File: src/rtl/core/cwets_pkg.sv
`default_nettype none
// ----------------------------------------------------------------------------
// cwets_pkg: shared types and constants of the 24-hour clock
// Holds the register map, the field widths, the seven-segment table and the
// digit split helpers used by the clock core.
// ----------------------------------------------------------------------------
package cwets_pkg;

	// Field widths.
	localparam int unsigned SEC_W  = 6;
	localparam int unsigned MIN_W  = 6;
	localparam int unsigned HOUR_W = 5;
	localparam int unsigned SEG_W  = 8;
	localparam int unsigned TPS_W  = 8;
	localparam int unsigned ENC_W  = 4;

	// Bus widths.
	localparam int unsigned IN_DATA_W  = 8;
	localparam int unsigned OUT_DATA_W = 64;
	localparam int unsigned APB_DATA_W = 32;
	localparam int unsigned APB_ADDR_W = 3;

	// Register map, word index taken from paddr[2].
	localparam logic REG_TICKS_PER_SECOND = 1'b0;
	localparam logic [TPS_W-1:0] TPS_RESET = 8'd128;

	// Request kinds carried in tuser.
	localparam logic OP_TICK   = 1'b0;
	localparam logic OP_SAMPLE = 1'b1;

	// Display patterns, active low.
	localparam logic [SEG_W-1:0] SEG_COLON_ON = 8'hFC;
	localparam logic [SEG_W-1:0] SEG_DARK     = 8'hFF;
	localparam logic [SEG_W-1:0] SEG_NONE     = 8'h00;

	// Time limits.
	localparam logic [SEC_W-1:0]  SEC_LAST  = 6'd59;
	localparam logic [MIN_W-1:0]  MIN_LAST  = 6'd59;
	localparam logic [HOUR_W-1:0] HOUR_LAST = 5'd23;

	// One result request.
	typedef struct packed {
		logic [SEG_W-1:0]  seg_colon;
		logic [SEG_W-1:0]  seg_hour_tens;
		logic [SEG_W-1:0]  seg_hour_ones;
		logic [SEG_W-1:0]  seg_minute_tens;
		logic [SEG_W-1:0]  seg_minute_ones;
		logic [HOUR_W-1:0] hours_now;
		logic [MIN_W-1:0]  minutes_now;
		logic [SEC_W-1:0]  seconds_now;
	} result_t;

	// Segment pattern of one decimal digit.
	function automatic logic [SEG_W-1:0] digit_seg(input logic [3:0] d);
		logic [SEG_W-1:0] s;
		begin
			case (d)
				4'd0: s = 8'hC0;
				4'd1: s = 8'hF9;
				4'd2: s = 8'hA4;
				4'd3: s = 8'hB0;
				4'd4: s = 8'h99;
				4'd5: s = 8'h92;
				4'd6: s = 8'h82;
				4'd7: s = 8'hF8;
				4'd8: s = 8'h80;
				4'd9: s = 8'h98;
				default: s = SEG_NONE;
			endcase
			return s;
		end
	endfunction

	// Tens digit of a value up to 63.
	function automatic logic [2:0] tens_of(input logic [5:0] v);
		logic [2:0] t;
		begin
			if (v >= 6'd60)      t = 3'd6;
			else if (v >= 6'd50) t = 3'd5;
			else if (v >= 6'd40) t = 3'd4;
			else if (v >= 6'd30) t = 3'd3;
			else if (v >= 6'd20) t = 3'd2;
			else if (v >= 6'd10) t = 3'd1;
			else                 t = 3'd0;
			return t;
		end
	endfunction

	// Ones digit of a value up to 63, given its tens digit.
	function automatic logic [3:0] ones_of(input logic [5:0] v, input logic [2:0] t);
		logic [5:0] tens_val;
		logic [5:0] r;
		begin
			tens_val = 6'({t, 3'b000} + {2'b00, t, 1'b0});
			r = v - tens_val;
			return r[3:0];
		end
	endfunction

endpackage
`default_nettype wire

File: src/rtl/core/clock_with_encoder_time_set.sv
`default_nettype none
// ----------------------------------------------------------------------------
// clock_with_encoder_time_set: 24-hour clock with rotary encoder time setting
// Counts timebase ticks into seconds, minutes and hours, applies encoder
// samples to the hour and minute, and returns the time with its display
// patterns for every request.
// ----------------------------------------------------------------------------
// The block takes one request per clock cycle on the slave stream: tuser
// selects a timebase tick (0) or an encoder sample (1), and tdata[3:0]
// carries the encoder lines. Every request yields exactly one result on the
// master stream, in the cycle after it is taken, through a single output
// register; the slave side stays ready while that register is empty or is
// being emptied, so a full cycle rate holds as long as the sink takes results.
// The clock state is updated at the edge that takes the request, so the next
// request sees it at once. The prescaler modulus is written over the APB port
// at byte address 0 (a value of 0 counts 256 ticks per second); write it only
// while no request is outstanding.
module clock_with_encoder_time_set (
	input  wire logic                                clk,
	input  wire logic                                arst_n,
	// Request stream.
	input  wire logic                                s_axis_tvalid,
	output logic                                     s_axis_tready,
	input  wire logic [cwets_pkg::IN_DATA_W-1:0]     s_axis_tdata,  // [3:0] encoder_bits
	input  wire logic [0:0]                          s_axis_tuser,  // [0] operation
	// Result stream.
	output logic                                     m_axis_tvalid,
	input  wire logic                                m_axis_tready,
	// [5:0] seconds_now, [11:6] minutes_now, [16:12] hours_now,
	// [24:17] seg_minute_ones, [32:25] seg_minute_tens, [40:33] seg_hour_ones,
	// [48:41] seg_hour_tens, [56:49] seg_colon, [63:57] zero
	output logic [cwets_pkg::OUT_DATA_W-1:0]         m_axis_tdata,
	// Configuration port.
	input  wire logic                                psel,
	input  wire logic                                penable,
	input  wire logic                                pwrite,
	input  wire logic [cwets_pkg::APB_ADDR_W-1:0]    paddr,
	input  wire logic [cwets_pkg::APB_DATA_W-1:0]    pwdata,
	output logic [cwets_pkg::APB_DATA_W-1:0]         prdata,
	output logic                                     pready
);

	// Clock state.
	logic [cwets_pkg::TPS_W-1:0]  tps_q;
	logic [7:0]                   prescale_q;
	logic [cwets_pkg::SEC_W-1:0]  sec_q;
	logic [cwets_pkg::MIN_W-1:0]  min_q;
	logic [cwets_pkg::HOUR_W-1:0] hour_q;
	logic                         colon_q;
	logic                         last_ha_q;
	logic                         last_ma_q;
	logic                         last_mb_q;

	// Output register.
	logic                         out_valid_q;
	cwets_pkg::result_t           result_q;

	// Next state.
	logic [7:0]                   prescale_d;
	logic [cwets_pkg::SEC_W-1:0]  sec_d;
	logic [cwets_pkg::MIN_W-1:0]  min_d;
	logic [cwets_pkg::HOUR_W-1:0] hour_d;
	logic                         colon_d;
	cwets_pkg::result_t           result_d;

	logic                         in_accept;
	logic                         cfg_write;

	// Tick path signals.
	logic [8:0]                   modulus;
	logic [8:0]                   pre_inc;
	logic                         sec_wrap;
	logic                         min_wrap;
	logic [cwets_pkg::SEC_W-1:0]  tick_sec;
	logic [cwets_pkg::MIN_W-1:0]  tick_min;
	logic [cwets_pkg::HOUR_W-1:0] tick_hour;

	// Sample path signals.
	logic                         enc_ha;
	logic                         enc_hb;
	logic                         enc_ma;
	logic                         enc_mb;
	logic                         mb_rise;
	logic                         mb_fall;
	logic signed [6:0]            hr_sum;
	logic signed [7:0]            mn_sum;
	logic [cwets_pkg::MIN_W-1:0]  smp_min;
	logic [cwets_pkg::HOUR_W-1:0] smp_hour;

	// Digit split.
	logic [2:0]                   min_tens;
	logic [3:0]                   min_ones;
	logic [2:0]                   hour_tens;
	logic [3:0]                   hour_ones;

	// Handshakes.
	assign s_axis_tready = !out_valid_q || m_axis_tready;
	assign in_accept     = s_axis_tvalid && s_axis_tready;
	assign pready        = 1'b1;
	assign cfg_write     = psel && penable && pwrite && pready
		&& (paddr[2] == cwets_pkg::REG_TICKS_PER_SECOND);

	// Register read back.
	always_comb begin
		prdata = '0;
		if (paddr[2] == cwets_pkg::REG_TICKS_PER_SECOND) begin
			prdata = {{(cwets_pkg::APB_DATA_W - cwets_pkg::TPS_W){1'b0}}, tps_q};
		end
	end

	// Timebase tick: prescaler, then the seconds, minutes and hours carry chain.
	always_comb begin
		modulus  = (tps_q == '0) ? 9'd256 : {1'b0, tps_q};
		pre_inc  = {1'b0, prescale_q} + 9'd1;
		sec_wrap = (sec_q == cwets_pkg::SEC_LAST);
		min_wrap = (min_q == cwets_pkg::MIN_LAST);
		tick_sec  = sec_wrap ? '0 : sec_q + 6'd1;
		tick_min  = min_q;
		tick_hour = hour_q;
		if (sec_wrap) begin
			tick_min = min_wrap ? '0 : min_q + 6'd1;
			if (min_wrap) begin
				tick_hour = (hour_q == cwets_pkg::HOUR_LAST) ? '0 : hour_q + 5'd1;
			end
		end
	end

	// Encoder sample: hour on a falling A edge, minute on quadrature steps.
	always_comb begin
		enc_ha  = s_axis_tdata[0];
		enc_hb  = s_axis_tdata[1];
		enc_ma  = s_axis_tdata[2];
		enc_mb  = s_axis_tdata[3];
		mb_rise = !last_mb_q && enc_mb;
		mb_fall = last_mb_q && !enc_mb;

		hr_sum = signed'({2'b00, hour_q});
		if (!enc_ha && last_ha_q) begin
			hr_sum = enc_hb ? hr_sum + 7'sd1 : hr_sum - 7'sd1;
		end

		mn_sum = signed'({2'b00, min_q});
		if (enc_ma == last_ma_q) begin
			if ((enc_ma && mb_rise) || (!enc_ma && mb_fall)) begin
				mn_sum = mn_sum + 8'sd1;
			end else if ((enc_ma && mb_fall) || (!enc_ma && mb_rise)) begin
				mn_sum = mn_sum - 8'sd1;
			end
		end

		// Minute wrap with carry or borrow into the hour.
		if (mn_sum >= 8'sd60) begin
			smp_min = '0;
			hr_sum  = hr_sum + 7'sd1;
		end else if (mn_sum < 8'sd0) begin
			smp_min = cwets_pkg::MIN_LAST;
			hr_sum  = hr_sum - 7'sd1;
		end else begin
			smp_min = mn_sum[cwets_pkg::MIN_W-1:0];
		end

		// Hour back into 0..23; the sum lies within -2..25.
		if (hr_sum < 7'sd0) begin
			hr_sum = hr_sum + 7'sd24;
		end else if (hr_sum >= 7'sd24) begin
			hr_sum = hr_sum - 7'sd24;
		end
		smp_hour = hr_sum[cwets_pkg::HOUR_W-1:0];
	end

	// Select the update for the request kind.
	always_comb begin
		prescale_d = prescale_q;
		sec_d      = sec_q;
		min_d      = min_q;
		hour_d     = hour_q;
		colon_d    = colon_q;
		case (s_axis_tuser[0])
			cwets_pkg::OP_TICK: begin
				if (pre_inc >= modulus) begin
					prescale_d = '0;
					sec_d      = tick_sec;
					min_d      = tick_min;
					hour_d     = tick_hour;
					colon_d    = !colon_q;
				end else begin
					prescale_d = pre_inc[7:0];
				end
			end
			cwets_pkg::OP_SAMPLE: begin
				min_d  = smp_min;
				hour_d = smp_hour;
			end
			default: begin
				prescale_d = prescale_q;
			end
		endcase
	end

	// Display patterns from the updated time.
	always_comb begin
		min_tens  = cwets_pkg::tens_of(min_d);
		min_ones  = cwets_pkg::ones_of(min_d, min_tens);
		hour_tens = cwets_pkg::tens_of({1'b0, hour_d});
		hour_ones = cwets_pkg::ones_of({1'b0, hour_d}, hour_tens);

		result_d.seconds_now     = sec_d;
		result_d.minutes_now     = min_d;
		result_d.hours_now       = hour_d;
		result_d.seg_minute_ones = cwets_pkg::digit_seg(min_ones);
		result_d.seg_minute_tens = cwets_pkg::digit_seg({1'b0, min_tens});
		result_d.seg_hour_ones   = cwets_pkg::digit_seg(hour_ones);
		result_d.seg_hour_tens   = (hour_tens == 3'd0) ? cwets_pkg::SEG_DARK
			: cwets_pkg::digit_seg({1'b0, hour_tens});
		result_d.seg_colon       = colon_d ? cwets_pkg::SEG_COLON_ON : cwets_pkg::SEG_DARK;
	end

	// Configuration register.
	always_ff @(posedge clk or negedge arst_n) begin
		if (!arst_n) begin
			tps_q <= cwets_pkg::TPS_RESET;
		end else if (cfg_write) begin
			tps_q <= pwdata[cwets_pkg::TPS_W-1:0];
		end
	end

	// Clock state, updated when a request is taken.
	always_ff @(posedge clk or negedge arst_n) begin
		if (!arst_n) begin
			prescale_q <= '0;
			sec_q      <= '0;
			min_q      <= '0;
			hour_q     <= '0;
			colon_q    <= 1'b1;
			last_ha_q  <= 1'b1;
			last_ma_q  <= 1'b0;
			last_mb_q  <= 1'b0;
		end else if (in_accept) begin
			prescale_q <= prescale_d;
			sec_q      <= sec_d;
			min_q      <= min_d;
			hour_q     <= hour_d;
			colon_q    <= colon_d;
			if (s_axis_tuser[0] == cwets_pkg::OP_SAMPLE) begin
				last_ha_q <= enc_ha;
				last_ma_q <= enc_ma;
				last_mb_q <= enc_mb;
			end
		end
	end

	// Output register valid flag.
	always_ff @(posedge clk or negedge arst_n) begin
		if (!arst_n) begin
			out_valid_q <= 1'b0;
		end else if (in_accept) begin
			out_valid_q <= 1'b1;
		end else if (m_axis_tready) begin
			out_valid_q <= 1'b0;
		end
	end

	// Output register payload.
	always_ff @(posedge clk) begin
		if (in_accept) begin
			result_q <= result_d;
		end
	end

	assign m_axis_tvalid = out_valid_q;
	assign m_axis_tdata  = {{(cwets_pkg::OUT_DATA_W - $bits(cwets_pkg::result_t)){1'b0}},
		result_q};

endmodule
`default_nettype wire

File: config.mk
export PLATFORM = sky130hd
export DESIGN_NAME = clock_with_encoder_time_set
export DESIGN_NICKNAME = d
export VERILOG_FILES = /design/src/rtl/core/cwets_pkg.sv /design/src/rtl/core/clock_with_encoder_time_set.sv
export SDC_FILE = /design/constraint.sdc
export NUM_CORES = 1
export LEC_CHECK = 0
export BUFFER_PORTS_ARGS = -buffer_cell sky130_fd_sc_hd__buf_2
export CAP_MARGIN = 20
export CELL_PAD_IN_SITES_DETAIL_PLACEMENT = 0
export CELL_PAD_IN_SITES_GLOBAL_PLACEMENT = 1
export CORE_ASPECT_RATIO = 0.7
export CORE_MARGIN = 2
export CORE_UTILIZATION = 45
export CTS_CLUSTER_SIZE = 28
export DETAILED_ROUTE_END_ITERATION = 7
export PLACE_DENSITY_LB_ADDON = 0.1
export SLEW_MARGIN = 25
export SYNTH_ARGS = -nofsm -noshare
export SYNTH_HDL_FRONTEND = slang
export SYNTH_SLANG_ARGS = --single-unit
File: constraint.sdc
create_clock -name clk -period 8.9 [get_ports clk]
set_input_delay 0.89 -clock clk [delete_from_list [all_inputs] [get_ports clk]]
set_output_delay 0.89 -clock clk [all_outputs]
set_load 0.01 [all_outputs]
# [Yosys cells after proc, flatten, opt, wreduce, memory -nomap -nowiden]
# Memory sizes are Yosys's and may differ from the RTL's. A register that Yosys moved wholly into a read port is not among the register bits.
# Cells that the tools add are included.
[word_totals] regBits=79 latchBits=0 ram_bits=0 romBits=368 in_bits=51 memories=4
[op_classes] addsub=16 n_mul=0 n_div=0 n_lt_le_gt_ge=17 n_eq_ne=4 shifts=0 n_mux=43 bitwise_logic=2 n_reduce_logical=25
[mem_list] name="(no name shown)" depth=16 word_bits=8 read_ports=1 rd_clocked_by_memory_dff=1 write_ports=0 line="cwets_pkg.sv:57" source="case (d)"
[mem_list] name="(no name shown)" depth=16 word_bits=8 read_ports=1 rd_clocked_by_memory_dff=1 write_ports=0 line="cwets_pkg.sv:57"
[mem_list] name="(no name shown)" depth=8 word_bits=7 read_ports=1 rd_clocked_by_memory_dff=1 write_ports=0 line="cwets_pkg.sv:57"
[mem_list] name="(no name shown)" depth=8 word_bits=7 read_ports=1 rd_clocked_by_memory_dff=1 write_ports=0 line="cwets_pkg.sv:57"
[ops] operator="2-to-1 mux 6 bit" n=8
[ops] operator="2-to-1 mux 8 bit" n=5
[ops] operator="2-to-1 mux 5 bit" n=6
[ops] operator="2-to-1 mux 7 bit" n=4
[ops] operator=">= comparator 5 x 6 -> 1 bit, second input constant" n=3
[ops] operator=">= comparator 6 bit, second input constant" n=3
[ops] operator="2-to-1 mux 3 bit" n=6
[ops] operator="adder 6 x 1 -> 6 bit, second input constant" n=2
[ops] operator="== test 6 bit, second input constant" n=2
[ops] operator=">= comparator 6 x 5 -> 1 bit, second input constant" n=2
[ops] operator="case mux 6 bit (2 select lines)" n=1
[ops] operator="logical AND 1 bit" n=11
[ops] operator=">= comparator 5 bit, second input constant" n=2
[ops] operator="2-to-1 mux 2 bit" n=5
[ops] operator="case mux 5 bit (2 select lines)" n=1
[ops] operator="adder 8 x 1 -> 9 bit, second input constant" n=1
[ops] operator=">= comparator 9 bit" n=1
[ops] operator="2-to-1 mux 9 bit" n=1
[ops] operator="adder 4 bit" n=2
[ops] operator=">= comparator 8 x 7 -> 1 bit, second input constant" n=1
[ops] operator="zero test 8 bit" n=1
[ops] operator="< comparator 8 x 1 -> 1 bit, second input constant" n=1
[ops] operator="subtractor 4 bit" n=2
[ops] operator="adder 6 x 1 -> 7 bit, second input constant" n=1
[ops] operator="21 further kinds" n=35

# [Depth between registers and ports, before layout]
# Gate-level depths: netlist (run 1).
[depth] ltp_word=23 depth_mapped=27

# [Least setup slack after synthesis (run 1)]
# Ideal clock, no wire load.
[synth_timing] path_kind="input to register" startpoint="input port s_axis_tdata[1] (netlist bit)" endpoint="register m_axis_tdata[37] (netlist name)" setup_ns=0.268 arrival_ns=5.067 t_required_ns=8.632 path_slack_ns=3.565 stages=21 path_buffers=2 cell_sequence="clkbuf_1 -> or4_4 -> a21oi_1 -> o221ai_1 -> or2_2 -> a2111oi_2 -> nor3_2 -> xnor2_1 -> ha_1 -> nor3_1 -> a21bo_2 -> o311ai_4 -> and2_1 -> buf_2 -> o21ai_1 -> inv_1 -> ha_1 -> o211ai_1 -> a22oi_2 -> xor2_2 -> mux2i_1"
[synth_between] elab_chain_len=18
[synth_lines] element="from (decl)" line="clock_with_encoder_time_set.sv:24" source="input wire logic [cwets_pkg::IN_DATA_W-1:0] s_axis_tdata,"
[synth_lines] element="2-to-1 mux 7 bit *" line="clock_with_encoder_time_set.sv:139" source="hr_sum = enc_hb ? hr_sum + 7'sd1 : hr_sum - 7'sd1;"
[synth_lines] element="2-to-1 mux 7 bit *" line="clock_with_encoder_time_set.sv:138" source="if (!enc_ha && last_ha_q) begin"
[synth_lines] element="subtractor 7 x 2 -> 7 bit" line="clock_with_encoder_time_set.sv:157" source="hr_sum = hr_sum - 7'sd1;"
[synth_lines] element="2-to-1 mux 7 bit" line="clock_with_encoder_time_set.sv:155" source="end else if (mn_sum < 8'sd0) begin"
[synth_lines] element="2-to-1 mux 7 bit *" line="clock_with_encoder_time_set.sv:152" source="if (mn_sum >= 8'sd60) begin"
[synth_lines] element=">= comparator 7 x 6 -> 1 bit / subtractor 5 x 4 -> 5 bit (equally long branches)" line="clock_with_encoder_time_set.sv:165, clock_with_encoder_time_set.sv:166"
[synth_lines] element="2-to-1 mux 5 bit" line="clock_with_encoder_time_set.sv:165" source="end else if (hr_sum >= 7'sd24) begin"
[synth_lines] element="2-to-1 mux 5 bit *" line="clock_with_encoder_time_set.sv:163" source="if (hr_sum < 7'sd0) begin"
[synth_lines] element="[1 not listed]"
[synth_lines] element="named net hour_d (one bit)" line="clock_with_encoder_time_set.sv:62" source="logic [cwets_pkg::HOUR_W-1:0] hour_d;"
[synth_lines] element="[1 not listed]"
[synth_lines] element="2-to-1 mux 1 bit" line="cwets_pkg.sv:83" source="else if (v >= 6'd10) t = 3'd1;"
[synth_lines] element="2-to-1 mux 2 bit" line="cwets_pkg.sv:82" source="else if (v >= 6'd20) t = 3'd2;"
[synth_lines] element="2-to-1 mux 2 bit" line="cwets_pkg.sv:81" source="else if (v >= 6'd30) t = 3'd3;"
[synth_lines] element="2-to-1 mux 3 bit" line="cwets_pkg.sv:80" source="else if (v >= 6'd40) t = 3'd4;"
[synth_lines] element="2-to-1 mux 3 bit" line="cwets_pkg.sv:79" source="else if (v >= 6'd50) t = 3'd5;"
[synth_lines] element="2-to-1 mux 3 bit" line="cwets_pkg.sv:78" source="if (v >= 6'd60) t = 3'd6;"
[synth_lines] element="adder 4 bit" line="cwets_pkg.sv:94" source="tens_val = 6'({t, 3'b000} + {2'b00, t, 1'b0});"
[synth_lines] element="subtractor 4 bit *" line="cwets_pkg.sv:95" source="r = v - tens_val;"
# The timed path passes the listed nets; every way through them passes the cells marked *.
# A chain may end at the register's enable or synchronous reset.

# [Final worst setup path (run 1)]
[layout_timing] startpoint="input port s_axis_tdata[3] (netlist bit)" endpoint="register m_axis_tdata[38] (netlist name)"
[layout_between] elab_chain_len=23
[layout_lines] element="zero test 1 bit" line="clock_with_encoder_time_set.sv:135" source="mb_fall = last_mb_q && !enc_mb;"
[layout_lines] element="logical AND 1 bit" line="clock_with_encoder_time_set.sv:135"
[layout_lines] element="logical AND 1 bit" line="clock_with_encoder_time_set.sv:146" source="end else if ((enc_ma && mb_fall) || (!enc_ma && mb_rise)) begin"
[layout_lines] element="logical OR 1 bit" line="clock_with_encoder_time_set.sv:146"
[layout_lines] element="2-to-1 mux 8 bit" line="clock_with_encoder_time_set.sv:146"
[layout_lines] element="2-to-1 mux 8 bit *" line="clock_with_encoder_time_set.sv:144" source="if ((enc_ma && mb_rise) || (!enc_ma && mb_fall)) begin"
[layout_lines] element="2-to-1 mux 8 bit *" line="clock_with_encoder_time_set.sv:143" source="if (enc_ma == last_ma_q) begin"
[layout_lines] element="< comparator 8 x 1 -> 1 bit" line="clock_with_encoder_time_set.sv:155"
[layout_lines] element="[6 not listed]"
[layout_lines] element="named net hour_d (one bit)" line="clock_with_encoder_time_set.sv:62"
[layout_lines] element="[2 not listed]"
[layout_lines] element="2-to-1 mux 2 bit" line="cwets_pkg.sv:82"
[layout_lines] element="2-to-1 mux 2 bit" line="cwets_pkg.sv:81"
[layout_lines] element="2-to-1 mux 3 bit" line="cwets_pkg.sv:80"
[layout_lines] element="2-to-1 mux 3 bit" line="cwets_pkg.sv:79"
[layout_lines] element="2-to-1 mux 3 bit *" line="cwets_pkg.sv:78"
[layout_lines] element="named net hour_tens[0]" line="clock_with_encoder_time_set.sv:93" source="logic [2:0] hour_tens;"
[layout_lines] element="adder 4 bit *" line="cwets_pkg.sv:94"
[layout_lines] element="subtractor 4 bit *" line="cwets_pkg.sv:95"
# Marked as above.

==> run_results.csv, run 1 <==
group,metric,value,unit
clock_tree,cts_tree,"done",
min_path,hold_path.class,"in2async",
logic_synthesis,synth_edf_count,47,
sta,rsz0062_at_grt,"no",
floorplanning,dieHeight,104,µm
global_routing,antenna_found_initial,0,
layout,postLayoutCoreUtil,51.1,%
floorplanning,core.rowCount,36,
global_routing,grt_pass1_wl,23700,µm
clock_tree,cts_buffer_depth,2,
floorplanning,core_area,13900,µm²
clock_tree,cts.sinks,85,
power_and_ir_drop,p_sw_share,44.1,%
layout,final_area,7090,µm²
critical_path,start_kind,"input pin",
flow_run,drv_cap,0,
logic_synthesis,synthArstFlopShare,44.7,%
detailed_routing,num_vias,5018,
logic_synthesis,synth_top_cell_by_area,"edfxtp_1",
layout,synthToLayoutAreaGrowth,11.1,%
sta,setup_tns,0,ns
detailed_routing,vias_per_cell,5.37,
placement,dp_cells,917,
placement,placed_cell_area,6750,µm²
power_and_ir_drop,comb_power_share,55.8,%
power_and_ir_drop,pwr-share-clk,15.6,%
sta,drv_slew,0,
sta,fmax,0.173,GHz
power_and_ir_drop,p_switching,1.15,mW
logic_synthesis,ys.flop_type,"edfxtp_1",
logic_synthesis,synth_top_area_share,22.1,%
power_and_ir_drop,ir_worst_vdd,0.000172,V
logic_synthesis,postSynthCellCount,676,
power_and_ir_drop,leakagePower,3.09,nW
critical_path,end_kind,"flip-flop",
sta,maxSlewHeadroom,50.7,%
power_and_ir_drop,totalPowerFinal,2.60,mW
global_routing,grt_max_degree,55,
detailed_routing,wl,14300,µm
critical_path,worstPathMaxFanout,13,
sta,tightestPinTransition,0.739,ns
run_status,status,"finished, final reports clean",
placement,io_buffers,79,
logic_synthesis,netlist-cell-type-count,91,
floorplanning,die-area,15200,µm²
logic_synthesis,ys_seq_area_share,37.1,%
critical_path,slowest_stage,"or3b_4",
critical_path,slowest_delay,0.46,ns
floorplanning,start_util,46.0,%
critical_path,critPathRequiredTime,8.99,ns
floorplanning,io_pins,150,
detailed_routing,dr.pass1.iters,5,
floorplanning,die_w,146,µm
critical_path,path_cells,"buf_2, or3b_4, a2111oi_2, nor2_1, a21oi_2, a211oi_1, nor3_1, xor2_1, inv_1, ha_1, nand2b_1, a311o_1, a21o_1, inv_1, o21ai_1, a31o_2, nor2b_1, ha_1, inv_1, ha_1, nand2_1, o21a_1, nor2_1",
sta,period_share,65.0,%
placement,place_congestion,0.855,
logic_synthesis,syn_area_per_cell,9.44,µm²
logic_synthesis,yosys-top-cells-area,"edfxtp_1 (22%), dfrtp_1 (14%), ha_1 (7.8%)",
logic_synthesis,ys_warn_count,0,
global_routing,grt_pass1_vias,4617,
power_and_ir_drop,power_density,367,nW/µm²
power_and_ir_drop,p_int,1.45,mW
clock_tree,cts_setup_buffers,0,
layout,finalNetCount,830,
detailed_routing,drt_iter0_markers,315,
clock_tree,cts_resized,0,
clock_tree,clock_latency,0.35,ns
layout,fill_cells,1292,
sta,finalCriticalPeriod,5.78,ns
global_routing,grt-ovfl-total,0,
power_and_ir_drop,pwr-share-seq,28.7,%
sta,hold_viol_final,0,
placement,dp_hpwl,10500,µm
clock_tree,root_buffer,"clkbuf_16",
clock_tree,htree_levels,3,
sta,fin_skew,0.00629,ns
critical_path,critical_path_class,"in2reg",
detailed_routing,final_antenna_net_count,0,
clock_tree,path_clk_slew,0.06,ns
layout,drive_above_1_share,21.1,%
clock_tree,cts_buffers,9,
layout,diodes,0,
sta,setup_viol,0,
critical_path,worst_ep_arrival_time,5.87,ns
global_routing,grt_use_total,19.4,%
detailed_routing,wire_per_inst,15.3,µm
logic_synthesis,synth_area,6380,µm²
clock_tree,hold_buffers,0,
detailed_routing,drc_errors,0,
logic_synthesis,ys_ff_latch,85,
layout,fin_cells,934,
layout by cell type, fill, tap and decap left out, drive strengths merged, types with 8 or more instances in the layout:
cell / Yosys / final
a21oi: 31 / 31
and2: 8 / 8
and3: 12 / 12
buf: 49 / 82
clkbuf: 20 / 10
conb: 2 / 41
dfrtp: 35 / 35
edfxtp: 47 / 47
ha: 40 / 40
inv: 37 / 39
mux2: 21 / 21
nand2: 77 / 77
nand2b: 11 / 11
nand3: 17 / 17
nand4: 9 / 9
nor2: 44 / 44
nor3: 11 / 11
nor4: 8 / 8
o21ai: 38 / 38
xnor2: 17 / 17
xor2: 18 / 18
stage by stage:
stage	setup slack (ns)	hold slack, ns
floorplan	3.56	0.483
global placement	2.97	0.503
detailed placement	2.83	0.518
CTS	2.91	0.532
global route	2.71	0.472
finish	3.12	0.451
power by group through the flow:
| stage | Combinational (mW) | Clock (mW) | Sequential, mW |
|---|---|---|---|
| after CTS | 1.45 | 0.415 | 0.745 |
| after global placement | 1.41 | 0 | 0.747 |
| final | 1.45 | 0.404 | 0.746 |
| after detailed placement | 1.43 | 0 | 0.750 |
| after global routing | 1.63 | 0.428 | 0.770 |
| after floorplan | 1.13 | 0 | 0.733 |
logic make-up (layout without fill, tap and decap cells):
logic type,after synthesis,count (layout),synth area share (%)
AOI/OAI and AO/OA,138,138,16.1
xor gates and xnor gates,35,35,5.04
adders and majority gates,41,41,8.00
buffers and inverters,107,136,8.94
DFF,85,85,37.1
muxes,28,28,4.86
other,2,41,0.118
and+or+nand+nor,240,240,19.9
final timing paths:
check	from	endpoint	slack, ns	depth (start not counted)
setup / recovery	s_axis_tdata[3]	m_axis_tdata[38]	3.12	23
hold / removal	arst_n	min_q[5]	0.45	1
setup reg to reg	min_q[3]	m_axis_tdata[38]	3.22	21
hold reg to reg	prescale_q[7]	prescale_q[7]	0.53	2
max in group asynchronous	arst_n	colon_q	7.90	2
min in group clk	prescale_q[7]	prescale_q[7]	0.53	2
layer usage:
| metal | vias up | share of wire, % | global-route usage (%) | routed length [µm] |
|---|---|---|---|---|
| li1 | 2455 | - | - | - |
| met4 | 0 | 1.6 | 6.10 | 229 |
| met5 | - | 0 | 0 | 0 |
| met2 | 148 | 43 | 28.8 | 6220 |
| met1 | 2399 | 49 | 28.3 | 7070 |
| met3 | 16 | 5.6 | 3.88 | 804 |
cells in the mapped netlist (4+ instances only):
master,n
nor4_1,6
nand2_1,77
o21ai_0,35
buf_4,43
and3_1,12
buf_2,5
xor2_1,17
ha_1,40
nor2_1,44
mux2i_1,7
mux2_2,20
nand4_1,9
a21o_1,5
nor3_1,9
edfxtp_1,47
nand3b_1,5
nand3_1,17
o31ai_1,6
clkbuf_1,19
or2_2,4
o21a_1,4
a211oi_1,5
dfrtp_1,35
xnor2_1,16
inv_1,37
nand2b_1,11
a21oi_1,27
nor2b_1,7
and2_1,7
nor3b_1,5
state kept, by name (all words and copies together) (netlist names):
name and flops:
colon_q 1, m_axis_tvalid 1, last_ma_q 1, sec_q 6
tps_q 8, prescale_q 8, hour_q 5, min_q 6
last_ha_q 1, last_mb_q 1, m_axis_tdata 47
critical path, delay by kind of cell:
family	cells	cell delay, ns
AOI/OAI and AO/OA	8	2.01
and+or+nand+nor	7	1.32
adders and majority gates	3	0.81
buffers and inverters	4	0.53
xor gates and xnor gates	1	0.30
area by class of cell:
cell class              instances  area, µm²  share of cell area (%)
clock buffers                  10        229                    3.23
clock inverters                 6       86.3                    1.22
inverters                      38        143                    2.01
multi-input cells             523       3590                    50.7
flip-flops and latches         85       2370                    33.4
well taps                     190        238                    3.35
repair buffers                 82        430                    6.07
(Power assumes the default switching activity.)
==> inputs of run 2 (changes only) <==
--- a/config.mk
+++ b/config.mk
@@ -11,7 +11,7 @@
 export CELL_PAD_IN_SITES_GLOBAL_PLACEMENT = 1
 export CORE_ASPECT_RATIO = 0.7
 export CORE_MARGIN = 2
-export CORE_UTILIZATION = 45
+export CORE_UTILIZATION = 42
 export CTS_CLUSTER_SIZE = 28
 export DETAILED_ROUTE_END_ITERATION = 7
 export PLACE_DENSITY_LB_ADDON = 0.1
==> constraint.sdc (replaced) <==
create_clock -name clk -period 6 [get_ports clk]
set_input_delay 0.6 -clock clk [delete_from_list [all_inputs] [get_ports clk]]
set_output_delay 0.6 -clock clk [all_outputs]
set_load 0.01 [all_outputs]
==> run_results.csv, run 2 (synthesis results as in run 1) <==
group,metric,value,unit
floorplanning,die_w,151,µm
flow_run,drv_cap,0,
floorplanning,dieHeight,107,µm
sta,setup_viol,0,
clock_tree,clock_latency,0.34,ns
floorplanning,core_area,14800,µm²
clock_tree,path_clk_slew,0.07,ns
layout,drive_above_1_share,21.6,%
critical_path,critical_path_class,"reg2reg",
placement,place_congestion,0.871,
placement,dp_hpwl,11000,µm
power_and_ir_drop,ir_worst_vdd,0.000220,V
global_routing,grt_pass1_wl,24300,µm
floorplanning,core.rowCount,37,
detailed_routing,drt_iter0_markers,428,
layout,synthToLayoutAreaGrowth,12.3,%
sta,drv_slew,0,
global_routing,grt_pass1_vias,4770,
critical_path,critPathBufInv,4,
clock_tree,cts_buffers,9,
critical_path,end_kind,"flip-flop",
sta,setup_tns,0,ns
run_status,status,"finished, final reports clean",
detailed_routing,wl,14900,µm
sta,rsz0062_at_grt,"no",
detailed_routing,dr.pass1.iters,5,
critical_path,critPathRequiredTime,6.17,ns
placement,io_buffers,79,
clock_tree,cts_buffer_depth,2,
clock_tree,hold_buffers,0,
global_routing,grt_use_total,18.9,%
critical_path,rr_endpoint,"m_axis_tdata[36]",
detailed_routing,final_antenna_net_count,0,
critical_path,r2r_cells,22,
layout,largest_register_ffs,47,
floorplanning,die-area,16200,µm²
sta,hold_viol_final,0,
critical_path,start_kind,"flip-flop",
critical_path,cp_top_family,"compound AO/OA/AOI/OAI gates",
detailed_routing,wire_per_inst,15.7,µm
layout,layout_commonest_cell,"buf_2",
layout,postLayoutCoreUtil,48.5,%
critical_path,path_cells,"inv_1, ha_1, xnor2_1, nand2_1, a21boi_0, ha_1, inv_1, nor4_1, nor3_2, xnor2_1, ha_1, nand2b_1, a311o_1, a21o_1, inv_1, o21ai_1, a31o_2, nor2b_1, ha_1, inv_1, ha_1, o31ai_1",
detailed_routing,num_vias,5102,
critical_path,r2r_slack,0.38,ns
placement,dp_cells,929,
floorplanning,start_util,43.2,%
critical_path,worstPathMaxFanout,12,
power_and_ir_drop,power_density,550,nW/µm²
sta,finalCriticalPeriod,5.62,ns
global_routing,antenna_found_initial,1,
detailed_routing,vias_per_cell,5.40,
sta,maxSlewHeadroom,52.2,%
critical_path,worst_ep_arrival_time,5.79,ns
clock_tree,htree_levels,3,
layout,final_cell_mix,"buf_2 (78), nand2_1 (77), edfxtp_1 (47)",
layout,fin_cells,945,
floorplanning,io_pins,150,
layout,diodes,0,
min_path,hold_path.class,"in2async",
placement,place_ws,0.231,ns
critical_path,slowest_delay,0.56,ns
layout,finalNetCount,836,
sta,finalWorstSetupSlack,0.381,ns
critical_path,r2r_start,"hour_q[0]",
sta,fin_skew,0.00583,ns
clock_tree,root_buffer,"clkbuf_16",
clock_tree,cts_tree,"done",
critical_path,slowest_stage,"dfrtp_1",
sta,period_share,93.7,%
global_routing,grt_max_degree,45,
power_and_ir_drop,leakagePower,3.14,nW
sta,tightestPinTransition,0.717,ns
global_routing,grt-ovfl-total,0,
detailed_routing,drc_errors,0,
sta,fmax,0.178,GHz
critical_path,cp_common_cell,"ha_1",
clock_tree,cts.sinks,85,
run 2: power by group:
| group | switching [mW] | internal (mW) | total, mW |
|---|---|---|---|
| Sequential | 0.160 | 0.923 | 1.08 |
| Clock | 0.236 | 0.404 | 0.640 |
| Combinational | 1.33 | 0.889 | 2.22 |
| Total | 1.73 | 2.22 | 3.94 |
run 2: metal layers:
layer / global-route usage, % / wire, µm
met5: 0 / 13
met4: 3.94 / 155
met3: 3.87 / 821
met2: 27.8 / 6250
met1: 28.5 / 7620
run 2: worst register-to-register path, cell delays in order, from the launching register on:
cell	delay, ns
dfrtp_1	0.56
inv_1	0.14
ha_1	0.35
xnor2_1	0.16
nand2_1	0.08
a21boi_0	0.51
ha_1	0.27
inv_1	0.05
nor4_1	0.43
nor3_2	0.08
xnor2_1	0.18
ha_1	0.25
nand2b_1	0.20
a311o_1	0.34
a21o_1	0.21
inv_1	0.12
o21ai_1	0.12
a31o_2	0.25
nor2b_1	0.14
ha_1	0.38
inv_1	0.10
ha_1	0.30
o31ai_1	0.24
run 2: worst max path at each step:
stage | from | endpoint | slack (ns) | cells after the start
2_1_floorplan | s_axis_tdata[1] | m_axis_tdata[37] | 0.95 | 21
3_3_place_gp | s_axis_tdata[3] | m_axis_tdata[36] | 0.42 | 21
3_5_place_dp | s_axis_tdata[3] | m_axis_tdata[36] | 0.23 | 21
4_1_cts | hour_q[0] | m_axis_tdata[36] | 0.44 | 22
5_1_grt | hour_q[0] | m_axis_tdata[37] | 0.007 | 22
6_report | hour_q[0] | m_axis_tdata[36] | 0.38 | 22
run 2: cell type report:
cell class	instances	area (µm²)
Clock inverter	4	77.6
Timing Repair Buffer	88	465
Sequential cell	85	2370
Clock buffer	12	268
Tap cell	195	244
Fill cell	1404	7600
Inverter	38	143
Multi-Input combinational cell	523	3600
run 2: through the flow:
stage / hold WS (ns) / total power, mW / cell area (µm²)
global placement: 0.505 / 3.24 / 6810
floorplan: 0.304 / 2.77 / 6530
detailed placement: 0.515 / 3.29 / 6810
CTS: 0.427 / 3.96 / 7150
global route: 0.272 / 4.29 / 7170
finish: 0.235 / 3.94 / 7170
run 2: repair_timing:
item / 4_1_cts / 5_1_grt
endpoints found under the hold margin: 0 / 0
gates resized for setup: 0 / 1
buffers inserted: 0 / 0
endpoints found under the setup margin: 0 / 1
==> inputs of run 3 (changes only) <==
--- a/config.mk
+++ b/config.mk
@@ -5,13 +5,14 @@
 export SDC_FILE = /design/constraint.sdc
 export NUM_CORES = 1
 export LEC_CHECK = 0
+export ABC_AREA = 1
 export BUFFER_PORTS_ARGS = -buffer_cell sky130_fd_sc_hd__buf_2
 export CAP_MARGIN = 20
 export CELL_PAD_IN_SITES_DETAIL_PLACEMENT = 0
 export CELL_PAD_IN_SITES_GLOBAL_PLACEMENT = 1
 export CORE_ASPECT_RATIO = 0.7
 export CORE_MARGIN = 2
-export CORE_UTILIZATION = 42
+export CORE_UTILIZATION = 40
 export CTS_CLUSTER_SIZE = 28
 export DETAILED_ROUTE_END_ITERATION = 7
 export PLACE_DENSITY_LB_ADDON = 0.1
==> run_results.csv, run 3 <==
group,metric,value,unit
run_status,status,"finished, final reports clean",
detailed_routing,drt_iter0_markers,350,
logic_synthesis,synth_top_area_share,22.3,%
global_routing,grt_use_total,18.0,%
clock_tree,path_clk_slew,0.06,ns
logic_synthesis,ys_warn_count,0,
logic_synthesis,ys_ff_latch,85,
clock_tree,hold_buffers,0,
sta,fmax,0.188,GHz
power_and_ir_drop,power_density,460,nW/µm²
clock_tree,clock_latency,0.35,ns
clock_tree,htree_levels,3,
clock_tree,cts_tree,"done",
global_routing,antenna_found_initial,0,
logic_synthesis,ys_top_cells_by_count,"nand2_1 (184), inv_1 (105), nor2_1 (58), nand3_1 (54), o21ai_0 (52)",
critical_path,worst_ep_arrival_time,5.52,ns
global_routing,grt-ovfl-total,0,
layout,largest_register_ffs,47,
detailed_routing,wl_met2,6310,µm
detailed_routing,drc_errors,0,
detailed_routing,route.met3.wl,846,µm
logic_synthesis,synth_area,6320,µm²
power_and_ir_drop,p_switching,1.46,mW
power_and_ir_drop,ir_worst_vdd,0.000213,V
global_routing,grt_max_degree,43,
detailed_routing,num_vias,5353,
floorplanning,core_area,15500,µm²
sta,hold_viol_final,0,
layout,drive_above_1_share,19.5,%
critical_path,critical_path_class,"reg2reg",
detailed_routing,wl,14400,µm
floorplanning,io_pins,150,
critical_path,cp_top_family,"simple AND/OR/NAND/NOR gates",
power_and_ir_drop,leakagePower,3.51,nW
placement,io_buffers,79,
power_and_ir_drop,p_sw_share,45.3,%
floorplanning,start_util,40.9,%
global_routing,grt_pass1_vias,4892,
sta,setup_tns,0,ns
sta,drv_slew,0,
logic_synthesis,synth_most_common_cell,"nand2_1",
critical_path,start_kind,"flip-flop",
detailed_routing,final_antenna_net_count,0,
layout,synthToLayoutAreaGrowth,11.1,%
sta,setup_viol,0,
detailed_routing,dr.pass1.iters,5,
flow_run,drv_cap,0,
critical_path,slowest_delay,0.42,ns
critical_path,slowest_stage,"dfrtp_1",
power_and_ir_drop,comb_power_share,51.9,%
sta,period_share,88.6,%
detailed_routing,wl_met1,7030,µm
placement,place_congestion,0.862,
critical_path,critPathRequiredTime,6.20,ns
logic_synthesis,postSynthCellCount,815,
critical_path,critPathBufInv,7,
min_path,hold_path.class,"in2async",
detailed_routing,wire_per_inst,13.2,µm
logic_synthesis,ys.flop_type,"edfxtp_1",
detailed_routing,vias_per_cell,4.90,
clock_tree,cts.sinks,85,
layout,final_cell_mix,"nand2_1 (183), inv_1 (105), buf_2 (78)",
logic_synthesis,syn_area_per_cell,7.75,µm²
layout,diodes,0,
floorplanning,dieHeight,109,µm
clock_tree,cts_buffer_depth,2,
power_and_ir_drop,p_int,1.77,mW
floorplanning,core.rowCount,38,
sta,maxSlewHeadroom,45.6,%
layout,layout_commonest_cell,"nand2_1",
logic_synthesis,synthArstFlopShare,44.7,%
sta,fin_skew,0.00669,ns
layout,finalNetCount,978,
sta,tightestPinTransition,0.808,ns
logic_synthesis,synth_edf_count,47,
placement,placed_cell_area,6720,µm²
floorplanning,die-area,16800,µm²
clock_tree,root_buffer,"clkbuf_16",
logic_synthesis,synth_top_cell_by_area,"edfxtp_1",
power_and_ir_drop,pwr-share-seq,30.8,%
critical_path,worstPathMaxFanout,9,
logic_synthesis,yosys-top-cells-area,"edfxtp_1 (22%), dfrtp_1 (14%), nand2_1 (11%)",
power_and_ir_drop,pwr-share-clk,17.3,%
sta,finalCriticalPeriod,5.32,ns
sta,rsz0062_at_grt,"no",
logic_synthesis,netlist-cell-type-count,48,
floorplanning,die_w,154,µm
layout,final_area,7020,µm²
placement,dp_hpwl,11300,µm
global_routing,grt_pass1_wl,24100,µm
critical_path,end_kind,"flip-flop",
sta,whs,0.231,ns
logic_synthesis,ys_seq_area_share,37.5,%
clock_tree,cts_buffers,9,
detailed_routing,top_layer_used,"met4",
-- run 3: cell count changes in the layout (fill, tap and decap cells not counted), sizes merged, moves of 17 or more --
cell / before / now
inv: 39 / 123
mux2: 21 / 0
nand2: 77 / 204
nand3: 17 / 63
nor2: 44 / 71
o21ai: 38 / 61
xnor2: 17 / 0
-- run 3: worst paths after layout --
| check | startpoint | to | slack [ns] | cells past startpoint |
|---|---|---|---|---|
| min in group clk | pwdata[7] | tps_q[7] | 0.48 | 3 |
| min reg2reg | m_axis_tvalid | m_axis_tvalid | 0.51 | 2 |
| min | arst_n | tps_q[6] | 0.23 | 1 |
| max reg2reg | prescale_q[2] | m_axis_tdata[22] | 0.68 | 32 |
| max | prescale_q[2] | m_axis_tdata[22] | 0.68 | 32 |
| max in group asynchronous | arst_n | colon_q | 5.38 | 1 |
-- run 3: kinds of logic (layout without fill, tap and decap cells) --
group | count (synthesis) | after routing | share of synthesized area, %
simple gates | 385 | 385 | 29.0
buf+inv | 181 | 219 | 13.6
compound gates | 103 | 103 | 9.13
flops | 85 | 85 | 37.5
fa+ha+maj | 40 | 40 | 7.92
xor+xnor | 18 | 18 | 2.61
other cells | 2 | 41 | 0.119
mux | 1 | 1 | 0.158
-- run 3: metrics by stage --
step	setup WS, ns	total power, mW	util (%)	std cells
final	0.684	3.23	45.4	1092
after global routing	0.0558	3.57	45.4	1092
after CTS	0.460	3.26	45.4	1092
after detailed placement	0.526	2.68	43.5	1076
after global placement	0.566	2.64	43.5	1076
after floorplan	1.45	2.28	-	854
-- run 3: metal layers --
metal / track usage [%] / vias to the layer above
met5: 0 / -
met4: 5.47 / 0
met3: 3.50 / 15
met2: 28.2 / 168
met1: 25.4 / 2463
li1: - / 2707
-- run 3: power groups by stage --
| stage | clock network (mW) | registers (mW) | logic, mW |
|---|---|---|---|
| 5_1_grt | 0.604 | 1.02 | 1.95 |
| 3_5_place_dp | 0 | 1.01 | 1.68 |
| 4_1_cts | 0.579 | 0.995 | 1.69 |
| 3_3_place_gp | 0 | 0.998 | 1.64 |
| 2_1_floorplan | 0 | 1.01 | 1.27 |
| 6_report | 0.558 | 0.993 | 1.68 |
-- run 3: area by class of cell --
cell class	count	area (µm²)
repair buffers	80	405
flip-flops and latches	85	2370
fillers	1494	8430
clock inverters	6	62.6
well taps	200	250
multi-input cells	588	3240
clock buffers	10	229
inverters	123	464
-- run 3: timing repair --
item,4_1_cts,5_1_grt
resized for setup,0,2
setup endpoints to repair,0,2
buffers inserted,0,0
